===== src/hw/rtl/bnfa_pkg.sv =====
// Shared types and constants of the bitmap next-fit allocator.
`default_nettype none

package bnfa_pkg;

    // Field widths fixed by the transaction formats.
    localparam int IDX_W    = 10;
    localparam int TOT_W    = 11;
    localparam int NUM_W    = 32;
    localparam int STATUS_W = 2;
    localparam int CMD_W    = 2;

    // Default geometry of the map.
    localparam int DEF_MAP_BITS  = 1024;
    localparam int DEF_WORD_BITS = 32;

    // Total number of usable bits after reset.
    localparam int RESET_TOTAL = 1024;

    // Width of a compare between a word base and the total, used by the finder default.
    localparam int DEF_LIMIT_W = 11;

    typedef enum logic [CMD_W-1:0] {
        CMD_ALLOC = 2'd0,
        CMD_FREE  = 2'd1,
        CMD_TEST  = 2'd2
    } t_cmd;

    typedef enum logic [STATUS_W-1:0] {
        ST_OK        = 2'd0,
        ST_NO_SPACE  = 2'd1,
        ST_NOT_ALLOC = 2'd2,
        ST_RANGE     = 2'd3
    } t_status;

    typedef enum logic [0:0] {
        CFG_GROUP_SIZE  = 1'b0,
        CFG_NUMBER_BASE = 1'b1
    } t_cfg_reg;

    typedef struct packed {
        t_cmd             command;
        logic [IDX_W-1:0] index;
    } t_in_item;

    typedef struct packed {
        t_status          status;
        logic [NUM_W-1:0] number;
        logic             tested_bit;
    } t_out_item;

endpackage

`default_nettype wire


===== src/hw/rtl/bnfa_ram.sv =====
// Generic single-port-write, single-port-read RAM with registered read data.
`default_nettype none

module bnfa_ram #(
    parameter int WIDTH = 32,
    parameter int DEPTH = 32,
    localparam int AW   = (DEPTH > 1) ? $clog2(DEPTH) : 1
) (
    input  wire logic             i_clk,
    input  wire logic             i_we,
    input  wire logic [AW-1:0]    i_waddr,
    input  wire logic [WIDTH-1:0] i_wdata,
    input  wire logic [AW-1:0]    i_raddr,
    output logic      [WIDTH-1:0] o_rdata
);

    logic [WIDTH-1:0] r_mem [DEPTH];
    logic [WIDTH-1:0] r_rdata;

    // Write port.
    always_ff @(posedge i_clk) begin
        if (i_we) begin
            r_mem[i_waddr] <= i_wdata;
        end
    end

    // Read port with registered read data.
    always_ff @(posedge i_clk) begin
        r_rdata <= r_mem[i_raddr];
    end

    assign o_rdata = r_rdata;

endmodule

`default_nettype wire


===== src/hw/rtl/bnfa_find.sv =====
// Finds the lowest clear bit of one map word inside a window of allowed offsets.
`default_nettype none

module bnfa_find
    import bnfa_pkg::*;
#(
    parameter int WORD_BITS = DEF_WORD_BITS,
    parameter int LIMIT_W   = DEF_LIMIT_W,
    localparam int OFF_W    = $clog2(WORD_BITS)
) (
    input  wire logic [WORD_BITS-1:0] i_word,
    input  wire logic [OFF_W-1:0]     i_lo_off,
    input  wire logic                 i_use_lo,
    input  wire logic [LIMIT_W-1:0]   i_limit,
    output logic                      o_found,
    output logic [OFF_W-1:0]          o_off
);

    // A bit qualifies when it is clear, at or above the start offset of the
    // first word, and below the number of usable bits left in this word.
    // Scanning from the top lets the lowest qualifying bit win.
    always_comb begin
        o_found = 1'b0;
        o_off   = '0;
        for (int b = WORD_BITS - 1; b >= 0; b--) begin
            if (!i_word[b] && (!i_use_lo || OFF_W'(b) >= i_lo_off)
                    && LIMIT_W'(b) < i_limit) begin
                o_found = 1'b1;
                o_off   = OFF_W'(b);
            end
        end
    end

endmodule

`default_nettype wire


===== src/hw/rtl/bitmap_next_fit_allocator_unit.sv =====
// Top level of the bitmap next-fit allocator: control sequencer around the map RAM.
`default_nettype none

// The allocation map sits in a RAM of MAP_BITS/WORD_BITS words (32 words of 32 bits by
// default), and one transaction is handled at a time. An allocate reads words, one per
// cycle, from the roving position up to the first word with a free bit or to the end of
// the group (at most 32 words by default); an allocate with no free bits goes straight
// to the result. Free and test go through an index split, a RAM read and a read-modify-
// write; a rejected free or test answers after the split. Command code 3 answers status ok.
// The result waits in an output register, so a new transaction is taken while the last
// result is still stalled. After reset and after every write of the group size the map
// is cleared by a pass of one word per cycle during which no input transaction is
// taken; configuration writes are always taken.
module bitmap_next_fit_allocator_unit
    import bnfa_pkg::*;
#(
    parameter int MAP_BITS  = DEF_MAP_BITS,
    parameter int WORD_BITS = DEF_WORD_BITS
) (
    input  wire logic             i_clk,
    input  wire logic             i_rst_n,

    input  wire logic             i_in_valid,
    output logic                  o_in_stall,
    input  wire t_in_item         i_in_data,

    output logic                  o_out_valid,
    input  wire logic             i_out_stall,
    output t_out_item             o_out_data,

    input  wire logic             i_cfg_valid,
    output logic                  o_cfg_ready,
    input  wire t_cfg_reg         i_cfg_index,
    input  wire logic [NUM_W-1:0] i_cfg_data
);

    localparam int NUM_WORDS = (MAP_BITS + WORD_BITS - 1) / WORD_BITS;
    localparam int AW        = (NUM_WORDS > 1) ? $clog2(NUM_WORDS) : 1;
    localparam int OFF_W     = $clog2(WORD_BITS);
    localparam int BASE_W    = $clog2(NUM_WORDS * WORD_BITS + 1);
    localparam int CMP_W     = (BASE_W > TOT_W) ? BASE_W : TOT_W;
    localparam int RECIP_K   = IDX_W;
    localparam int RECIP     = (1 << RECIP_K) / WORD_BITS;
    localparam int PROD_W    = 2 * IDX_W + 1;
    localparam logic [TOT_W-1:0] RST_TOTAL =
        TOT_W'((RESET_TOTAL > MAP_BITS) ? MAP_BITS : RESET_TOTAL);
    localparam logic [AW-1:0]    LAST_WORD = AW'(NUM_WORDS - 1);

    typedef enum logic [2:0] {
        S_IDLE,
        S_SPLIT,
        S_SCAN,
        S_RMW,
        S_PUT
    } t_state;

    // Control state.
    t_state              r_state, n_state;
    logic [TOT_W-1:0]    r_total, n_total;
    logic [NUM_W-1:0]    r_base_num, n_base_num;
    logic [TOT_W-1:0]    r_free, n_free;
    logic [AW-1:0]       r_rove_word, n_rove_word;
    logic [OFF_W-1:0]    r_rove_off, n_rove_off;
    logic                r_clr_busy, n_clr_busy;
    logic [AW-1:0]       r_clr_addr, n_clr_addr;
    logic                r_out_valid, n_out_valid;

    // Transaction payload.
    t_cmd                r_cmd, n_cmd;
    logic [IDX_W-1:0]    r_idx, n_idx;
    logic [IDX_W-1:0]    r_q0, n_q0;
    logic [AW-1:0]       r_addr, n_addr;
    logic [OFF_W-1:0]    r_off, n_off;
    logic [BASE_W-1:0]   r_wbase, n_wbase;
    logic                r_first, n_first;
    t_out_item           r_res, n_res;
    t_out_item           r_out, n_out;

    // RAM port signals.
    logic                w_we;
    logic [AW-1:0]       w_waddr;
    logic [WORD_BITS-1:0] w_wdata;
    logic [AW-1:0]       w_raddr;
    logic [WORD_BITS-1:0] w_rdata;

    // Handshake and helper signals.
    logic                w_in_acc;
    logic                w_out_free;
    logic [TOT_W-1:0]    w_cfg_total;
    logic [PROD_W-1:0]   w_prod;
    logic [IDX_W-1:0]    w_rem0;
    logic                w_fix;
    logic [IDX_W-1:0]    w_quot;
    logic [IDX_W-1:0]    w_rem;
    logic                w_idx_bad;
    logic [CMP_W-1:0]    w_limit;
    logic [CMP_W-1:0]    w_next_base;
    logic                w_scan_end;
    logic                w_found;
    logic [OFF_W-1:0]    w_found_off;

    // Map storage.
    bnfa_ram #(
        .WIDTH (WORD_BITS),
        .DEPTH (NUM_WORDS)
    ) u_map (
        .i_clk   (i_clk),
        .i_we    (w_we),
        .i_waddr (w_waddr),
        .i_wdata (w_wdata),
        .i_raddr (w_raddr),
        .o_rdata (w_rdata)
    );

    // Search window of the word being scanned.
    assign w_limit     = CMP_W'(r_total) - CMP_W'(r_wbase);
    assign w_next_base = CMP_W'(r_wbase) + CMP_W'(WORD_BITS);
    assign w_scan_end  = w_next_base >= CMP_W'(r_total);

    bnfa_find #(
        .WORD_BITS (WORD_BITS),
        .LIMIT_W   (CMP_W)
    ) u_find (
        .i_word   (w_rdata),
        .i_lo_off (r_rove_off),
        .i_use_lo (r_first),
        .i_limit  (w_limit),
        .o_found  (w_found),
        .o_off    (w_found_off)
    );

    // Handshakes.
    assign o_in_stall  = (r_state != S_IDLE) || r_clr_busy;
    assign w_in_acc    = i_in_valid && !o_in_stall;
    assign w_out_free  = !r_out_valid || !i_out_stall;
    assign o_cfg_ready = 1'b1;
    assign o_out_valid = r_out_valid;
    assign o_out_data  = r_out;

    // Only the low TOT_W bits of a written total count; above the map size they saturate to it.
    assign w_cfg_total = (32'(i_cfg_data[TOT_W-1:0]) > 32'(MAP_BITS))
                         ? TOT_W'(MAP_BITS) : i_cfg_data[TOT_W-1:0];

    // Index split, first half: estimate of index / WORD_BITS by a reciprocal.
    // The estimate is the true quotient or one below it.
    assign w_prod = PROD_W'(i_in_data.index) * PROD_W'(RECIP);

    // Index split, second half: remainder and a single correction step.
    assign w_rem0    = r_idx - IDX_W'(r_q0 * IDX_W'(WORD_BITS));
    assign w_fix     = w_rem0 >= IDX_W'(WORD_BITS);
    assign w_quot    = w_fix ? (r_q0 + IDX_W'(1)) : r_q0;
    assign w_rem     = w_fix ? (w_rem0 - IDX_W'(WORD_BITS)) : w_rem0;
    assign w_idx_bad = TOT_W'(r_idx) >= r_total;

    // Next-state logic of the sequencer, the clearing pass and the registers.
    always_comb begin
        n_state     = r_state;
        n_total     = r_total;
        n_base_num  = r_base_num;
        n_free      = r_free;
        n_rove_word = r_rove_word;
        n_rove_off  = r_rove_off;
        n_clr_busy  = r_clr_busy;
        n_clr_addr  = r_clr_addr;
        n_out_valid = r_out_valid;
        n_cmd       = r_cmd;
        n_idx       = r_idx;
        n_q0        = r_q0;
        n_addr      = r_addr;
        n_off       = r_off;
        n_wbase     = r_wbase;
        n_first     = r_first;
        n_res       = r_res;
        n_out       = r_out;
        w_we        = 1'b0;
        w_waddr     = r_addr;
        w_wdata     = w_rdata;
        w_raddr     = r_addr;

        // Output register drains when the receiver takes the transaction.
        if (r_out_valid && !i_out_stall) begin
            n_out_valid = 1'b0;
        end

        unique case (r_state)
            S_IDLE: begin
                if (w_in_acc) begin
                    n_cmd            = i_in_data.command;
                    n_idx            = i_in_data.index;
                    n_q0             = w_prod[RECIP_K +: IDX_W];
                    n_res.status     = ST_OK;
                    n_res.number     = '0;
                    n_res.tested_bit = 1'b0;
                    unique case (i_in_data.command)
                        CMD_ALLOC: begin
                            if (r_free == '0) begin
                                n_res.status = ST_NO_SPACE;
                                n_state      = S_PUT;
                            end else begin
                                // Start the scan at the word of the roving position.
                                n_addr  = r_rove_word;
                                w_raddr = r_rove_word;
                                n_wbase = BASE_W'(r_rove_word) * BASE_W'(WORD_BITS);
                                n_first = 1'b1;
                                n_state = S_SCAN;
                            end
                        end
                        CMD_FREE, CMD_TEST: begin
                            n_state = S_SPLIT;
                        end
                        default: begin
                            n_state = S_PUT;
                        end
                    endcase
                end
            end

            S_SPLIT: begin
                n_addr  = AW'(w_quot);
                n_off   = OFF_W'(w_rem);
                w_raddr = AW'(w_quot);
                priority if (r_cmd == CMD_FREE && r_free == r_total) begin
                    n_res.status = ST_NOT_ALLOC;
                    n_state      = S_PUT;
                end else if (w_idx_bad) begin
                    n_res.status = ST_RANGE;
                    n_state      = S_PUT;
                end else begin
                    n_state = S_RMW;
                end
            end

            S_RMW: begin
                if (r_cmd == CMD_FREE) begin
                    // Clear the bit; the count grows even if the bit was clear.
                    w_we    = 1'b1;
                    w_waddr = r_addr;
                    w_wdata = w_rdata & ~(WORD_BITS'(1) << r_off);
                    n_free  = r_free + TOT_W'(1);
                end else begin
                    n_res.tested_bit = w_rdata[r_off];
                end
                n_state = S_PUT;
            end

            S_SCAN: begin
                priority if (w_found) begin
                    // Claim the bit and move the roving position onto it.
                    w_we         = 1'b1;
                    w_waddr      = r_addr;
                    w_wdata      = w_rdata | (WORD_BITS'(1) << w_found_off);
                    n_free       = r_free - TOT_W'(1);
                    n_rove_word  = r_addr;
                    n_rove_off   = w_found_off;
                    n_res.number = r_base_num + NUM_W'(r_wbase) + NUM_W'(w_found_off);
                    n_state      = S_PUT;
                end else if (w_scan_end) begin
                    // No wrap-around: the search restarts from zero next time.
                    n_rove_word  = '0;
                    n_rove_off   = '0;
                    n_res.status = ST_NO_SPACE;
                    n_state      = S_PUT;
                end else begin
                    n_addr  = r_addr + AW'(1);
                    w_raddr = r_addr + AW'(1);
                    n_wbase = r_wbase + BASE_W'(WORD_BITS);
                    n_first = 1'b0;
                end
            end

            S_PUT: begin
                if (w_out_free) begin
                    n_out_valid = 1'b1;
                    n_out       = r_res;
                    n_state     = S_IDLE;
                end
            end

            default: begin
                n_state = S_IDLE;
            end
        endcase

        // Clearing pass, one word per cycle.
        if (r_clr_busy) begin
            w_we    = 1'b1;
            w_waddr = r_clr_addr;
            w_wdata = '0;
            if (r_clr_addr == LAST_WORD) begin
                n_clr_busy = 1'b0;
            end else begin
                n_clr_addr = r_clr_addr + AW'(1);
            end
        end

        // Configuration writes.
        if (i_cfg_valid) begin
            unique case (i_cfg_index)
                CFG_GROUP_SIZE: begin
                    n_total     = w_cfg_total;
                    n_free      = w_cfg_total;
                    n_rove_word = '0;
                    n_rove_off  = '0;
                    n_clr_busy  = 1'b1;
                    n_clr_addr  = '0;
                end
                CFG_NUMBER_BASE: begin
                    n_base_num = i_cfg_data;
                end
                default: begin
                    n_base_num = r_base_num;
                end
            endcase
        end
    end

    // State and registered outputs.
    always_ff @(posedge i_clk) begin
        if (!i_rst_n) begin
            r_state     <= S_IDLE;
            r_total     <= RST_TOTAL;
            r_base_num  <= '0;
            r_free      <= RST_TOTAL;
            r_rove_word <= '0;
            r_rove_off  <= '0;
            r_clr_busy  <= 1'b1;
            r_clr_addr  <= '0;
            r_out_valid <= 1'b0;
        end else begin
            r_state     <= n_state;
            r_total     <= n_total;
            r_base_num  <= n_base_num;
            r_free      <= n_free;
            r_rove_word <= n_rove_word;
            r_rove_off  <= n_rove_off;
            r_clr_busy  <= n_clr_busy;
            r_clr_addr  <= n_clr_addr;
            r_out_valid <= n_out_valid;
        end
        r_cmd   <= n_cmd;
        r_idx   <= n_idx;
        r_q0    <= n_q0;
        r_addr  <= n_addr;
        r_off   <= n_off;
        r_wbase <= n_wbase;
        r_first <= n_first;
        r_res   <= n_res;
        r_out   <= n_out;
    end

`ifndef NO_ASSERTIONS
    // The free count can never exceed the number of usable bits.
    a_free_le_total: assert property (@(posedge i_clk) disable iff (!i_rst_n)
        r_free <= r_total)
        else $error("free count above total");

    // A scan never looks at a word that starts at or beyond the total.
    a_scan_in_range: assert property (@(posedge i_clk) disable iff (!i_rst_n)
        (r_state == S_SCAN) |-> (CMP_W'(r_wbase) < CMP_W'(r_total)))
        else $error("scan past the end of the group");

    // Checks that the clearing pass does not overlap a transaction in progress; the block itself does not enforce it.
    a_clear_idle: assert property (@(posedge i_clk) disable iff (!i_rst_n)
        r_clr_busy |-> (r_state == S_IDLE))
        else $error("clearing pass during a transaction");
`endif

endmodule

`default_nettype wire


===== config.mk =====
export PLATFORM = sky130hd
export DESIGN_NAME = bitmap_next_fit_allocator_unit
export DESIGN_NICKNAME = d
export VERILOG_FILES = /design/src/hw/rtl/bnfa_pkg.sv /design/src/hw/rtl/bnfa_ram.sv /design/src/hw/rtl/bnfa_find.sv /design/src/hw/rtl/bitmap_next_fit_allocator_unit.sv
export SDC_FILE = /design/constraint.sdc
export NUM_CORES = 2
export LEC_CHECK = 0
export BUFFER_PORTS_ARGS = -buffer_cell sky130_fd_sc_hd__buf_2
export CORE_UTILIZATION = 35
export DETAILED_ROUTE_END_ITERATION = 10
export GPL_ROUTABILITY_DRIVEN = 0
export SLEW_MARGIN = 20
export SYNTH_ARGS = -nofsm -noshare
export SYNTH_HDL_FRONTEND = slang
export SYNTH_SLANG_ARGS = --single-unit

===== constraint.sdc =====
create_clock -name i_clk -period 6.7 [get_ports i_clk]
set_clock_uncertainty 0.15 [all_clocks]
set_input_delay 0.335 -clock i_clk [delete_from_list [all_inputs] [get_ports i_clk]]
set_output_delay 0.335 -clock i_clk [all_outputs]
set_load 0.1 [all_outputs]

After elaboration in Yosys (flattened, before gate mapping)
Memories as Yosys holds them, arrays and structs flattened. A register that Yosys moved wholly into a read port is not among the register bits.
Index checks and enable logic that the tools add are counted.
{"block": "totals", "elab_cells": 428, "ram_bits": 1024, "inputBits": 50, "reg_bits": 183, "n_memories": 1}
{"name": "u_map.r_mem", "depth": 32, "word_bits": 32, "rd": 1, "rd_clocked_by_memory_dff": 1, "wr": 1, "line": "bnfa_ram.sv:17", "rtl": "logic [WIDTH-1:0] r_mem [DEPTH];"}
{"block": "classes", "shifts": 2, "n_eq_ne": 20, "reduce_logical": 154, "add_sub_neg": 11, "magnitude_cmp": 69, "n_bitwise": 4, "muxes": 145}
{"operator": "5-bit two-way mux", "n": 54}
{"operator": "5-bit by 11-bit < comparator with 1-bit output (first input constant)", "n": 16}
{"operator": "32-bit two-way mux", "n": 4}
{"operator": "32-bit case mux with 2 select lines", "n": 2}
{"operator": "11-bit two-way mux", "n": 10}
{"operator": "4-bit by 11-bit < comparator with 1-bit output (first input constant)", "n": 8}
{"operator": "5-bit >= comparator (first input constant)", "n": 16}
{"operator": "1-bit logical AND", "n": 67}
{"operator": "1-bit by 5-bit left shift with 32-bit output (first input constant)", "n": 2}
{"operator": "1-bit two-way mux", "n": 53}
{"operator": "3-bit by 11-bit < comparator with 1-bit output (first input constant)", "n": 4}
{"operator": "11-bit case mux with 2 select lines", "n": 2}
{"operator": "4-bit by 5-bit >= comparator with 1-bit output (first input constant)", "n": 8}
{"operator": "1-bit logical NOT", "n": 36}
{"operator": "35-bit two-way mux", "n": 1}
{"operator": "1-bit logical OR", "n": 34}
{"operator": "32-bit by 11-bit adder with 32-bit output", "n": 1}
{"operator": "32-bit by 5-bit adder with 32-bit output", "n": 1}
{"operator": "32-bit AND", "n": 1}
{"operator": "32-bit NOT", "n": 1}
{"operator": "32-bit bitwise OR", "n": 1}
{"operator": "1-bit by 11-bit < comparator with 1-bit output (first input constant)", "n": 2}
{"operator": "2-bit by 11-bit < comparator with 1-bit output (first input constant)", "n": 2}
{"operator": "3-bit two-way mux", "n": 7}
{"operator": "44 further kinds", "n": 72}

Depth between registers and ports, before layout
{"block": "depth", "depth_word": 41, "depth_mapped": 24}

Modules after synthesis
Synthesis repeated with hierarchy kept, for this count alone.
{"block": "unflattened", "hier_cells": 3459, "area_unflattened_um2": 51174.1}
{"mod": "bnfa_ram", "instances": 1, "cells_per_inst": 2260, "seq_area_each_um2": 31390.1, "area_each_um2": 40492.6}
{"mod": "bitmap_next_fit_allocator_unit", "instances": 1, "cells_per_inst": 985, "seq_area_each_um2": 4404.2, "area_each_um2": 9303.9}
{"mod": "bnfa_find", "instances": 1, "cells_per_inst": 214, "seq_area_each_um2": 0.0, "area_each_um2": 1377.6}

Worst setup path after synthesis
No wires, ideal clock.
{"block": "synth_path", "kind": "reg-to-reg", "start": "reg r_wbase[5]", "end": "mem u_map.r_mem[0][14] (data pin)", "t_required_ns": 6.059, "slack_ns": 0.938, "arrival_ns": 5.121, "setup_time_ns": 0.491, "stages_incl_launch_ff": 17, "cell_sequence": "edfxtp_1 ha_1 fa_1 and3b_1 a2111oi_2 or2_1 clkbuf_1 nor3_2 o221ai_1 a222oi_1 o311ai_0 a31oi_1 o41ai_1 a211oi_1 clkbuf_1 a31oi_1 a311oi_1"}
{"block": "synth_between", "elab_chain_len": 40, "word_cells_on_any_way": 134}
{"element": "from (decl)", "line": "bitmap_next_fit_allocator_unit.sv:74", "rtl": "logic [BASE_W-1:0] r_wbase, n_wbase;"}
{"element": "from (signal assigned)", "line": "bitmap_next_fit_allocator_unit.sv:345", "rtl": "r_wbase <= n_wbase;"}
{"element": "11-bit subtractor (*)", "line": "bitmap_next_fit_allocator_unit.sv:116", "rtl": "assign w_limit = CMP_W'(r_total) - CMP_W'(r_wbase);"}
{"element": "5-bit by 11-bit < comparator with 1-bit output", "line": "bnfa_find.sv:27", "rtl": "&& LIMIT_W'(b) < i_limit) begin"}
{"element": "1-bit logical AND", "line": "bnfa_find.sv:27"}
{"element": "5-bit two-way mux (32 in series)", "line": "bnfa_find.sv:26", "rtl": "if (!i_word[b] && (!i_use_lo || OFF_W'(b) >= i_lo_off)"}
{"element": "1-bit by 5-bit left shift with 32-bit output", "line": "bitmap_next_fit_allocator_unit.sv:251", "rtl": "w_wdata = w_rdata | (WORD_BITS'(1) << w_found_off);"}
{"element": "32-bit bitwise OR", "line": "bitmap_next_fit_allocator_unit.sv:251"}
{"element": "32-bit two-way mux (*)", "line": "bitmap_next_fit_allocator_unit.sv:247", "rtl": "priority if (w_found) begin"}
{"element": "32-bit case mux with 2 select lines (*)", "line": "bitmap_next_fit_allocator_unit.sv:185", "rtl": "unique case (r_state)"}
{"element": "32-bit two-way mux (*)", "line": "bitmap_next_fit_allocator_unit.sv:285", "rtl": "if (r_clr_busy) begin"}
{"element": "net u_map.i_wdata[14]", "line": "bnfa_ram.sv:12", "rtl": "input wire logic [WIDTH-1:0] i_wdata,"}
{"element": "to (decl)", "line": "bnfa_ram.sv:17"}
The timed path passes the listed nets; every way through them passes the cells marked *.

Worst setup path after layout
{"block": "layout_path", "start": "reg r_wbase[5]", "end": "reg r_res[21] (netlist bit) (data pin)"}
{"block": "layout_between", "elab_chain_len": 38, "word_cells_on_any_way": 101}
{"element": "11-bit subtractor", "line": "bitmap_next_fit_allocator_unit.sv:116"}
{"element": "5-bit by 11-bit < comparator with 1-bit output", "line": "bnfa_find.sv:27"}
{"element": "1-bit logical AND", "line": "bnfa_find.sv:27"}
{"element": "5-bit two-way mux (32 in series)", "line": "bnfa_find.sv:26"}
{"element": "32-bit by 5-bit adder with 32-bit output (*)", "line": "bitmap_next_fit_allocator_unit.sv:255", "rtl": "n_res.number = r_base_num + NUM_W'(r_wbase) + NUM_W'(w_found_off);"}
{"element": "32-bit two-way mux (*)", "line": "bitmap_next_fit_allocator_unit.sv:247"}
{"element": "32-bit case mux with 2 select lines (*)", "line": "bitmap_next_fit_allocator_unit.sv:185"}
{"element": "to (signal assigned)", "line": "bitmap_next_fit_allocator_unit.sv:347", "rtl": "r_res <= n_res;"}
{"element": "to (decl)", "line": "bitmap_next_fit_allocator_unit.sv:76", "rtl": "t_out_item r_res, n_res;"}
Mark *: on every way between the ends. The rest lies on a longest branch, timed or not. The select of a mux whose other input is x is not followed.
A chain may end at the register's enable or synchronous reset.

==> impl_summary.md <==
Synthesis
The Yosys step of the flow raised 0 warnings. The register bit total from synthesis is 1,229. The share of async-settable or async-resettable flops after synthesis is 0%.

In this run, synthesis inferred 1,118 flip-flops with an integrated enable. By area the synthesized netlist is led by edfxtp_1 (63%), mux2i_1 (9.9%), mux2_2 (5.5%). The largest total area in the synthesized netlist belongs to edfxtp_1. The mean instance size in the synthesized netlist is 15.3 µm². The area of the mapped netlist is 53,000 µm².

In this run the biggest area consumer among cell types represents 63.3% of the synthesized area. The number of different library cells used by synthesis comes to 100. The post-synth net total is 3,559. Synthesis produced a netlist whose cell count is 3,472. Ranked by instance count, the synthesized netlist is headed by edfxtp_1 (1,118), mux2i_1 (522), mux2_2 (260). The most instantiated flip-flop cell in the synthesis netlist is edfxtp_1. The share of synthesized area occupied by flip-flops and latches is 67.5%.

The most common cell in the synthesized netlist is edfxtp_1.

STA
The relative max-transition margin is 27.6%. The final hold violation count came to 0. The worst-margin pin slew is 1080 ps. Setup violations remaining at the end of the flow were counted as 0. Setup repair after global routing left no endpoint under its margin.

Summed over all failing endpoints, the final setup total negative slack is 0 ps. Based on the critical path, the design can be clocked at up to 0.160 GHz. The count of final max-slew check failures came to 0. The minimum setup slack in the final design is 466 ps. The worst path uses 93.1% of the clock period. The final critical path time including I/O delays and setup is 6230 ps.

Cells and area
The filler cells instantiated in the layout total 13,500. The net count reported at finish is 3,775. The fraction of final layout cells sized beyond drive strength 1 is 20.8%.

From synthesis to final layout, the design area changed by 16.1%. 0 antenna diodes ended up in the layout.

Die
The floorplan step set the die width to 391 µm. The initial utilization of the core area, before any placement, comes to 35.3%. For this design the top-level I/O count stands at 88.

The area of the die is 153,000 µm². The y dimension of the die is 391 µm. The count of standard-cell rows is 142.

The standard cell core area is 150,000 µm².

GRT
The number of antenna violations at the first check in global routing is 0. In the global route stage, overall resource usage came out at 18.6%. The leftover overflow at the end of global routing is 0. The via count of the first global-routing pass is 30,700. The first-pass GRT wire length is 209,000 µm. Entering global routing, the biggest net connects 61 pins.

Worst setup path
STA puts the critical path data arrival time at 6560 ps. The delay of the slowest cell on the worst path is 490 ps. At the worst endpoint, the required time is 7020 ps. Among all stages on the critical path, the largest delay is contributed by edfxtp_1. The family with the most delay on the worst path is compound AO/OA/AOI/OAI gates. The worst path buffer plus inverter count is 2.

The kind of launch point of the worst setup path is a flop. Along the worst path, the maximum fanout reaches 10. The signal on the critical path passes through ha_1, fa_1, xor2_1, nand3b_1, a211o_1, o32ai_1, a21oi_1, o22ai_1, a21oi_1, o21a_1, o21ai_0, a21o_1, clkinvlp_4, ha_1, fa_1, a211oi_1, nor4_1, nor4_1, buf_4, o21a_1, or3_1, a21oi_1. Setup slack on the worst reg-to-reg path comes out at 470 ps. The endpoint class of the critical path is a flop. The critical path in this run is classified as reg -> reg. The most numerous cell type found on the critical path is a21oi_1.

Detailed routing
Once detail routing completed, the nets flagged for antenna violations numbered 0. The total iterations of the first detailed-routing run is 11. The residual DRC count is 2. Detailed routing inserted a total of 31,500 vias. The total routed wirelength is 144,000 µm. The detailed-route vias per instance is 5.42. The first routing iteration left 3,130 violations. The routed length per placed instance is 24.8 µm.

Power and ir drop
The power density over the cells is 277 nW/µm². For this design the static power due to leakage is 21.9 nW. The peak supply drop is 0.000250 V.

Clock network
The total number of H-tree levels is 4. The root buffer cell chosen for the clock tree is clkbuf_16. TritonCTS built the clock tree. The clock network latency to the later pin of the worst-skew pair is 770 ps. The number of CTS-inserted buffers is 130. The clock passes through at most 3 buffers. CTS saw 1,229 sinks. The clock transition at the registers of the reported paths is 60 ps.

Place
The detailed-placement wirelength estimate is 84,700 µm. The number of port buffers is 86. At the placement stage, the worst setup path has a slack of 442 ps.

Run status
The final reports fail on DRC. The flow ran to the end, but the final reports show violations.

Min path
The path class of the tightest hold or removal check is in -> reg.

Run
The reported max-cap violation count is 0.
==> worst paths after layout <==
check	end	depth (start not counted)	from
setup / recovery	r_res[21]	22	r_wbase[5]
hold / removal	r_idx[1]	3	i_in_valid
setup reg to reg	r_res[21]	22	r_wbase[5]
hold reg to reg	o_out_data[16]	0	r_res[16]
==> metrics by stage <==
| step | instance area (µm²) | hold WS, ps | power [mW] | instances | utilization, % |
|---|---|---|---|---|---|
| after floorplan | 53000 | 250 | 9.30 | 3472 | - |
| after global placement | 56800 | 253 | 9.94 | 5522 | 37.8 |
| after CTS | 61500 | 22.1 | 17.1 | 5811 | 41.0 |
| after global routing | 61600 | 55.5 | 17.5 | 5812 | 41.0 |
| after detailed placement | 56800 | 255 | 9.95 | 5522 | 37.8 |
| final | 61600 | 63.2 | 17.0 | 5812 | 41.0 |
==> worst reg2reg max path: stages (launching register included) <==
cell,delay (ps)
edfxtp_1,490
ha_1,250
fa_1,420
xor2_1,150
nand3b_1,130
a211o_1,370
o32ai_1,360
a21oi_1,140
o22ai_1,190
a21oi_1,90
o21a_1,200
o21ai_0,230
a21o_1,310
clkinvlp_4,290
ha_1,280
fa_1,440
a211oi_1,380
nor4_1,110
nor4_1,290
buf_4,200
o21a_1,270
or3_1,150
a21oi_1,60
==> routing by layer <==
metal  up-vias  track usage, %  part of all wire, %
li1      14000               -                    -
met4         0            5.58                  2.6
met2      1185            29.4                   46
met3       277            3.37                  6.5
met1     16000            25.9                   45
met5         -               0                    0
==> cell type report <==
type	instances	area, µm²	share of cell area, %
sequential	1229	35800	58.2
multi-input combinational	2012	16600	27.0
clock buffer	184	3670	5.97
tap	2016	2520	4.10
timing repair buffer	266	2230	3.63
clock inverter	56	549	0.892
inverter	49	188	0.305
==> placed cells by master, fill, tap and decap left out, types with 35 or more instances in the layout <==
master	netlist	layout
buf_4	46	104
nand3_1	38	37
buf_2	41	86
nand2_1	190	188
nor2_1	134	99
a21boi_0	35	35
o21ai_0	103	85
clkbuf_16	0	136
clkbuf_1	78	39
mux2i_1	522	522
and4_1	35	35
dfxtp_1	111	110
a21oi_1	79	74
inv_1	43	43
nor2_4	0	40
dlygate4sd3_1	0	49
ha_1	35	35
mux2_2	260	260
a22oi_1	139	139
edfxtp_1	1118	1118
==> report_power, final <==
| group | internal [mW] | switching [mW] |
|---|---|---|
| registers | 8.41 | 0.324 |
| clock network | 4.16 | 3.00 |
| logic | 0.402 | 0.728 |
==> registers in the layout, summed over array words and instances (netlist names) <==
| signal | cells |
|---|---|
| o_out_data | 35 |
| o_out_valid | 1 |
| r_addr | 5 |
| r_base_num | 32 |
| r_clr_addr | 5 |
| r_clr_busy | 1 |
| r_cmd | 2 |
| r_first | 1 |
| r_free | 11 |
| r_idx | 10 |
| r_off | 5 |
| r_res | 35 |
| r_rove_off | 5 |
| r_rove_word | 5 |
| r_state | 3 |
| r_total | 11 |
| r_wbase | 6 |
| u_map.o_rdata | 32 |
| u_map.r_mem | 1024 |
==> kinds of logic (layout without fill, tap and decap cells) <==
kind of cell               Yosys count  after routing  share of synthesized area [%]
xor gates and xnor gates            44             44                          0.741
and+or+nand+nor                    596            596                           5.65
muxes                              792            792                           15.8
AOI/OAI and AO/OA                  539            539                           7.10
buffers and inverters              231            555                           2.21
other                                1              1                        0.00707
DFF                               1229           1229                           67.5
adders and majority gates           40             40                          0.961
==> timing repair <==
item / in CTS / in global routing
gates resized for setup: 0 / 3
hold buffers: 49 / 0
endpoints found under the setup margin: 0 / 10
hold endpoints to repair: 68 / 0
buffers inserted: 0 / 0
Power figures use the tool's default switching activity.
